===== src/design/dsg_pkg.sv =====
`timescale 1ns / 1ps
// ----------------------------------------------------------------------------
// dsg_pkg
// Shared types and constants of the strike density grid.
// ----------------------------------------------------------------------------
package dsg_pkg;

    localparam int MAX_DIM_DEFAULT    = 128;
    localparam int MAX_RADIUS_DEFAULT = 15;
    localparam int COUNT_BITS_DEFAULT = 16;

    localparam int COORD_W = 7;
    localparam int AMP_W   = 16;
    localparam int OUT_W   = 16;
    localparam int GRID_W  = 8;
    localparam int RADIUS_W = 4;
    localparam int APB_AW  = 5;
    localparam int APB_DW  = 32;

    localparam logic [1:0] FUNC_STAMP      = 2'd0;
    localparam logic [1:0] FUNC_READ       = 2'd1;
    localparam logic [1:0] FUNC_READ_CLEAR = 2'd2;

    localparam logic [1:0] POL_POSITIVE = 2'd1;
    localparam logic [1:0] POL_NEGATIVE = 2'd2;

    localparam logic [2:0] REG_RADIUS   = 3'd0;
    localparam logic [2:0] REG_WIDTH    = 3'd1;
    localparam logic [2:0] REG_HEIGHT   = 3'd2;
    localparam logic [2:0] REG_POLARITY = 3'd3;
    localparam logic [2:0] REG_MIN_MAG  = 3'd4;
    localparam logic [2:0] REG_MAX_MAG  = 3'd5;

    typedef enum logic [2:0] {
        ST_CLEAR,
        ST_IDLE,
        ST_STAMP,
        ST_DRAIN,
        ST_READ,
        ST_RESP
    } state_t;

    typedef struct packed {
        logic hit;
        logic last;
    } walk_status_t;

endpackage


===== src/design/dsg_walk.sv =====
`timescale 1ns / 1ps
// ----------------------------------------------------------------------------
// dsg_walk
// Offset sequencer: walks the square around a strike one offset a cycle,
// keeps dx^2 and dy^2 by running sums and flags cells inside radius and grid.
// ----------------------------------------------------------------------------
module dsg_walk #(
    parameter int MAX_DIM    = dsg_pkg::MAX_DIM_DEFAULT,
    parameter int MAX_RADIUS = dsg_pkg::MAX_RADIUS_DEFAULT,
    localparam int RAD_BITS  = $clog2(MAX_RADIUS + 1),
    localparam int DIM_BITS  = $clog2(MAX_DIM),
    localparam int AW        = 2 * DIM_BITS
) (
    input  logic                              aclk,
    input  logic                              aresetn,
    input  logic                              start,
    input  logic [dsg_pkg::COORD_W-1:0]       col,
    input  logic [dsg_pkg::COORD_W-1:0]       row,
    input  logic [RAD_BITS-1:0]               radius,
    input  logic [dsg_pkg::GRID_W-1:0]        width,
    input  logic [dsg_pkg::GRID_W-1:0]        height,
    output dsg_pkg::walk_status_t             status,
    output logic [AW-1:0]                     addr
);

    localparam int SQ_W = 2 * RAD_BITS + 1;
    localparam int CW   = ((RAD_BITS > dsg_pkg::COORD_W) ? RAD_BITS : dsg_pkg::COORD_W) + 2;

    logic                               busy_reg;
    logic signed [RAD_BITS:0]           dx_reg, dy_reg;
    logic [SQ_W-1:0]                    dx2_reg, dy2_reg, rad2_reg;
    logic [RAD_BITS-1:0]                rad_reg;
    logic [dsg_pkg::COORD_W-1:0]        col_reg, row_reg;
    logic [dsg_pkg::GRID_W-1:0]         w_reg, h_reg;

    logic signed [RAD_BITS:0]           rad_s;
    logic signed [RAD_BITS+1:0]         dx_step, dy_step;
    logic [SQ_W-1:0]                    start_sq;
    logic [SQ_W-1:0]                    dist2;
    logic [CW-1:0]                      x, y;
    logic                               row_end, last, in_circle, in_grid;

    assign rad_s    = $signed({1'b0, rad_reg});
    assign dx_step  = $signed({dx_reg, 1'b1});
    assign dy_step  = $signed({dy_reg, 1'b1});
    assign start_sq = SQ_W'(radius) * SQ_W'(radius);
    assign dist2    = dx2_reg + dy2_reg;
    assign row_end  = (dx_reg == rad_s);
    assign last     = row_end && (dy_reg == rad_s);

    assign x = CW'(col_reg) + CW'(dx_reg);
    assign y = CW'(row_reg) + CW'(dy_reg);

    assign in_circle = (dist2 <= rad2_reg);
    assign in_grid   = !x[CW-1] && !y[CW-1] && (x < CW'(w_reg)) && (y < CW'(h_reg));

    assign status.hit  = busy_reg && in_circle && in_grid;
    assign status.last = busy_reg && last;
    assign addr        = {DIM_BITS'(y), DIM_BITS'(x)};

    always_ff @(posedge aclk) begin
        if (!aresetn) begin
            busy_reg <= 1'b0;
        end else if (start) begin
            busy_reg <= 1'b1;
        end else if (busy_reg && last) begin
            busy_reg <= 1'b0;
        end
    end

    always_ff @(posedge aclk) begin
        if (start) begin
            rad_reg  <= radius;
            rad2_reg <= start_sq;
            dx_reg   <= -$signed({1'b0, radius});
            dy_reg   <= -$signed({1'b0, radius});
            dx2_reg  <= start_sq;
            dy2_reg  <= start_sq;
            col_reg  <= col;
            row_reg  <= row;
            w_reg    <= width;
            h_reg    <= height;
        end else if (busy_reg) begin
            if (row_end) begin
                dx_reg  <= -rad_s;
                dx2_reg <= rad2_reg;
                dy_reg  <= dy_reg + 1'b1;
                dy2_reg <= dy2_reg + SQ_W'(dy_step);
            end else begin
                dx_reg  <= dx_reg + 1'b1;
                dx2_reg <= dx2_reg + SQ_W'(dx_step);
            end
        end
    end

endmodule


===== config.mk =====
export PLATFORM = sky130hd
export DESIGN_NAME = dsg_walk
export DESIGN_NICKNAME = d
export VERILOG_FILES = /design/src/design/dsg_pkg.sv /design/src/design/dsg_walk.sv
export SDC_FILE = /design/constraint.sdc
export NUM_CORES = 1
export LEC_CHECK = 0
export ABC_AREA = 0
export ABC_CLOCK_PERIOD_IN_PS = 7000
export BUFFER_PORTS_ARGS = -buffer_cell sky130_fd_sc_hd__buf_2
export CORE_MARGIN = 5
export CORE_UTILIZATION = 40
export CTS_BUF_LIST = sky130_fd_sc_hd__clkbuf_8
export DETAILED_ROUTE_END_ITERATION = 12
export SLEW_MARGIN = 20
export SYNTH_ARGS = -nofsm -noshare
export SYNTH_HDL_FRONTEND = slang
export SYNTH_SLANG_ARGS = --single-unit

===== constraint.sdc =====
create_clock -name aclk -period 7 [get_ports aclk]
set_input_delay 1.4 -clock aclk [delete_from_list [all_inputs] [get_ports aclk]]
set_output_delay 1.4 -clock aclk [all_outputs]
set_load 0.01 [all_outputs]

==> metrics.md <==
| Metric | Value |
|---|---|
| Status | `complete, no violations` |
| Worst EP arrival | `3.66 ns` |
| Max Fanout on Critical Path | `8` |
| Synth-to-Final Area Change | `13.0%` |
| Layout cell share with drive strength beyond 1 | `14.2%` |
| Syn Area/Cell | `10.5 sq um` |
| Sequential Area | `2040 sq um` |
| Initial detailed-routing violation count | `175` |
| IO Count | `53` |
| Crit path capture type | `output port` |
| Dominant cell type by area after synthesis | `edfxtp_1` |
| RSZ-0062 raised after global routing | `false` |
| Switch share | `35.9%` |
| Netlist Area Pre-Place | `4990 sq um` |
| Max_cap viols | `0` |
| Post-synth EDFFs | `66` |
| Critical Path RT | `5.60 ns` |
| Cells after Synth | `476` |
| Total congestion overflow | `0` |
| Cts hold-fix bufs | `0` |
| Die height | `122 um` |
| Worst hold path class | `register to register` |
| Critical path launch point type | `register` |
| Crit-path cells | `ha_1, inv_1, fa_1, nor2b_1, o21ai_0, a21boi_0, o21a_1, nor2_1, xnor2_1, ha_1, a21o_1, a21oi_1, nand3_1, nor4_1, buf_2` |
| Vias in the first global route | `3751` |
| Vias per inst | `5.14` |
| Top cell by count, worst path | `ha_1` |
| First-pass DRT Iterations | `5` |
| Finished Layout Cells | `705` |
| Top cells by area, synth | `edfxtp_1 40%, ha_1 17%, xnor2_1 7.2%, inv_1 3.3%, a21oi_1 2.9%` |
| Die X | `122 um` |
| Inserted Diodes | `0` |
| Minimum hold slack | `0.566 ns` |
| Final ANT Viol Nets | `0` |
| Critical path's largest stage delay | `0.54 ns` |
| Detailed Place HPWL | `8.57 mm` |
| Synth cell types | `53` |
| Top Family by Delay on Critical Path | `compound AO/OA/AOI/OAI gates` |
| Setup ws final | `1.94 ns` |
| Synth Flop Type | `edfxtp_1` |
| CTS tree | `done` |
| Synth async-reset ratio | `0%` |
| Reg2Reg Setup Slack | `4.52 ns` |
| Final setup fails | `0` |
| Max transition margin | `58.5%` |
| DR vias | `3621` |
| Port bufs | `52` |
| Clock Root Buffer | `clkbuf_8` |
| Critical-path top delay cell | `edfxtp_1` |
| Syn nets | `587` |
| Commonest non-fill, non-tap cell in the layout | `ha_1` |
| DP Cell Count | `689` |
| RePlAce Congestion | `0.841` |
| Setup CP Type | `register to output port` |
| Leakage dissipation | `2.41 nW` |
| CTS Buf Count | `9` |
| Clock-pin transition on the worst setup and hold timing paths | `0.07 ns` |
| CTS Sinks | `69` |
| Clock Power Share | `22.1%` |
| Syn. warnings | `0` |
| Row count | `40` |
| Internal | `1.03 mW` |
| Gr usage total | `15.5%` |
| Final Skew | `0.00646 ns` |
| Nets@finish | `643` |
| Initial Util | `41.2%` |
| Psw | `579 uW` |
| Power Density | `286 nW/um^2` |
| Slew Limit Fails | `0` |
| Combinational share of power | `42.7%` |
| # H-tree levels | `3` |
| First-pass GRT wire length | `18.2 mm` |
| DR WL/cell | `15.2 um` |
| Clk buf depth | `2` |
| Core area | `12100 sq um` |
| Worst slack at placement | `2.27 ns` |
| Final period utilization | `72.3%` |
| Slew at the pin with the worst max-slew slack | `0.622 ns` |
| Die area | `14800 sq um` |
| Commonest non-fill, non-tap cells in the layout | `68 x ha_1, 66 x edfxtp_1, 52 x buf_2` |
| Top cell type's share of synthesized area | `39.7%` |
| Max VDD drop | `0.000139 V` |
| Yosys reg bits | `69` |
| Flop pwr share | `35.1%` |
| Remaining DRCs | `0` |
| Drt total wl | `10.7 mm` |
| Final min period | `5.06 ns` |
| Post-synthesis sequential area ratio | `40.9%` |
| Largest net degree at the start of global routing | `40` |
| Initial antenna violation count | `0` |
| # resized after CTS | `0` |
| Final Hold Vio Count | `0` |
| Clock Latency Late Sink | `0.35 ns` |
| Achievable Freq | `197 MHz` |
| Setup TNS after final layout | `0 ns` |
| Multi-input gate area | `2720 sq um` |
| Filler cells | `1178` |
| Number of setup buffers added after CTS | `0` |
| WP buf/inv | `2` |
-- metal layers --
| layer | up-vias | global-route usage (%) | wire (um) |
|---|---|---|---|
| li1 | 1837 | - | - |
| met1 | 1707 | 20.7 | 4980 |
| met2 | 68 | 25.6 | 5080 |
| met3 | 9 | 2.79 | 479 |
| met4 | 0 | 4.83 | 154 |
| met5 | - | 0 | 0 |
-- synthesized netlist by cell type (7+ instances only) --
cell type	count
nor3_1	9
a21oi_1	29
edfxtp_1	66
nor2_1	31
nand3_1	17
nor2b_1	8
inv_1	44
a211oi_1	7
o21ai_0	26
ha_1	68
xor2_1	10
nand2_1	21
a21o_1	13
xnor2_1	41
-- area by class of cell --
type / instances / share of cell area, %
Clock buffer: 9 / 2.20
Clock inverter: 7 / 1.64
Inverter: 45 / 2.99
Multi-Input combinational cell: 352 / 48.2
Sequential cell: 69 / 36.2
Tap cell: 168 / 3.73
Timing Repair Buffer: 55 / 5.01
-- through the flow --
step	power, mW	utilization [%]	cell area [sq um]
after floorplan	1.09	-	4990
after global placement	1.25	44.8	5420
after detailed placement	1.27	44.8	5420
after CTS	1.63	46.6	5640
after global routing	1.75	46.6	5640
final	1.61	46.6	5640
-- logic make-up (layout without fill, tap and decap cells) --
family / Yosys count / in the layout / synth area share [%]
fa+ha+maj: 74 / 74 / 19.5
mux: 2 / 2 / 0.401
simple gates: 114 / 114 / 11.3
buf+inv: 55 / 116 / 4.56
xor+xnor: 51 / 51 / 8.95
flops: 69 / 69 / 40.9
compound gates: 111 / 111 / 14.4
-- final timing paths --
path              startpoint          to  depth (start not counted)
setup / recovery   dx_reg[0]   status[1]                         15
hold / removal    dx2_reg[8]  dx2_reg[8]                          1
setup reg to reg   dx_reg[0]  dx2_reg[8]                          7
hold reg to reg   dx2_reg[8]  dx2_reg[8]                          1
-- power groups by stage --
stage          logic (mW)  clock network [mW]  registers (mW)
2_1_floorplan       0.532                   0           0.554
3_3_place_gp        0.674                   0           0.575
3_5_place_dp        0.693                   0           0.577
4_1_cts             0.698               0.369           0.567
5_1_grt             0.784               0.389           0.574
6_report            0.689               0.357           0.566
Note: power is estimated with default switching activity, not from simulation.
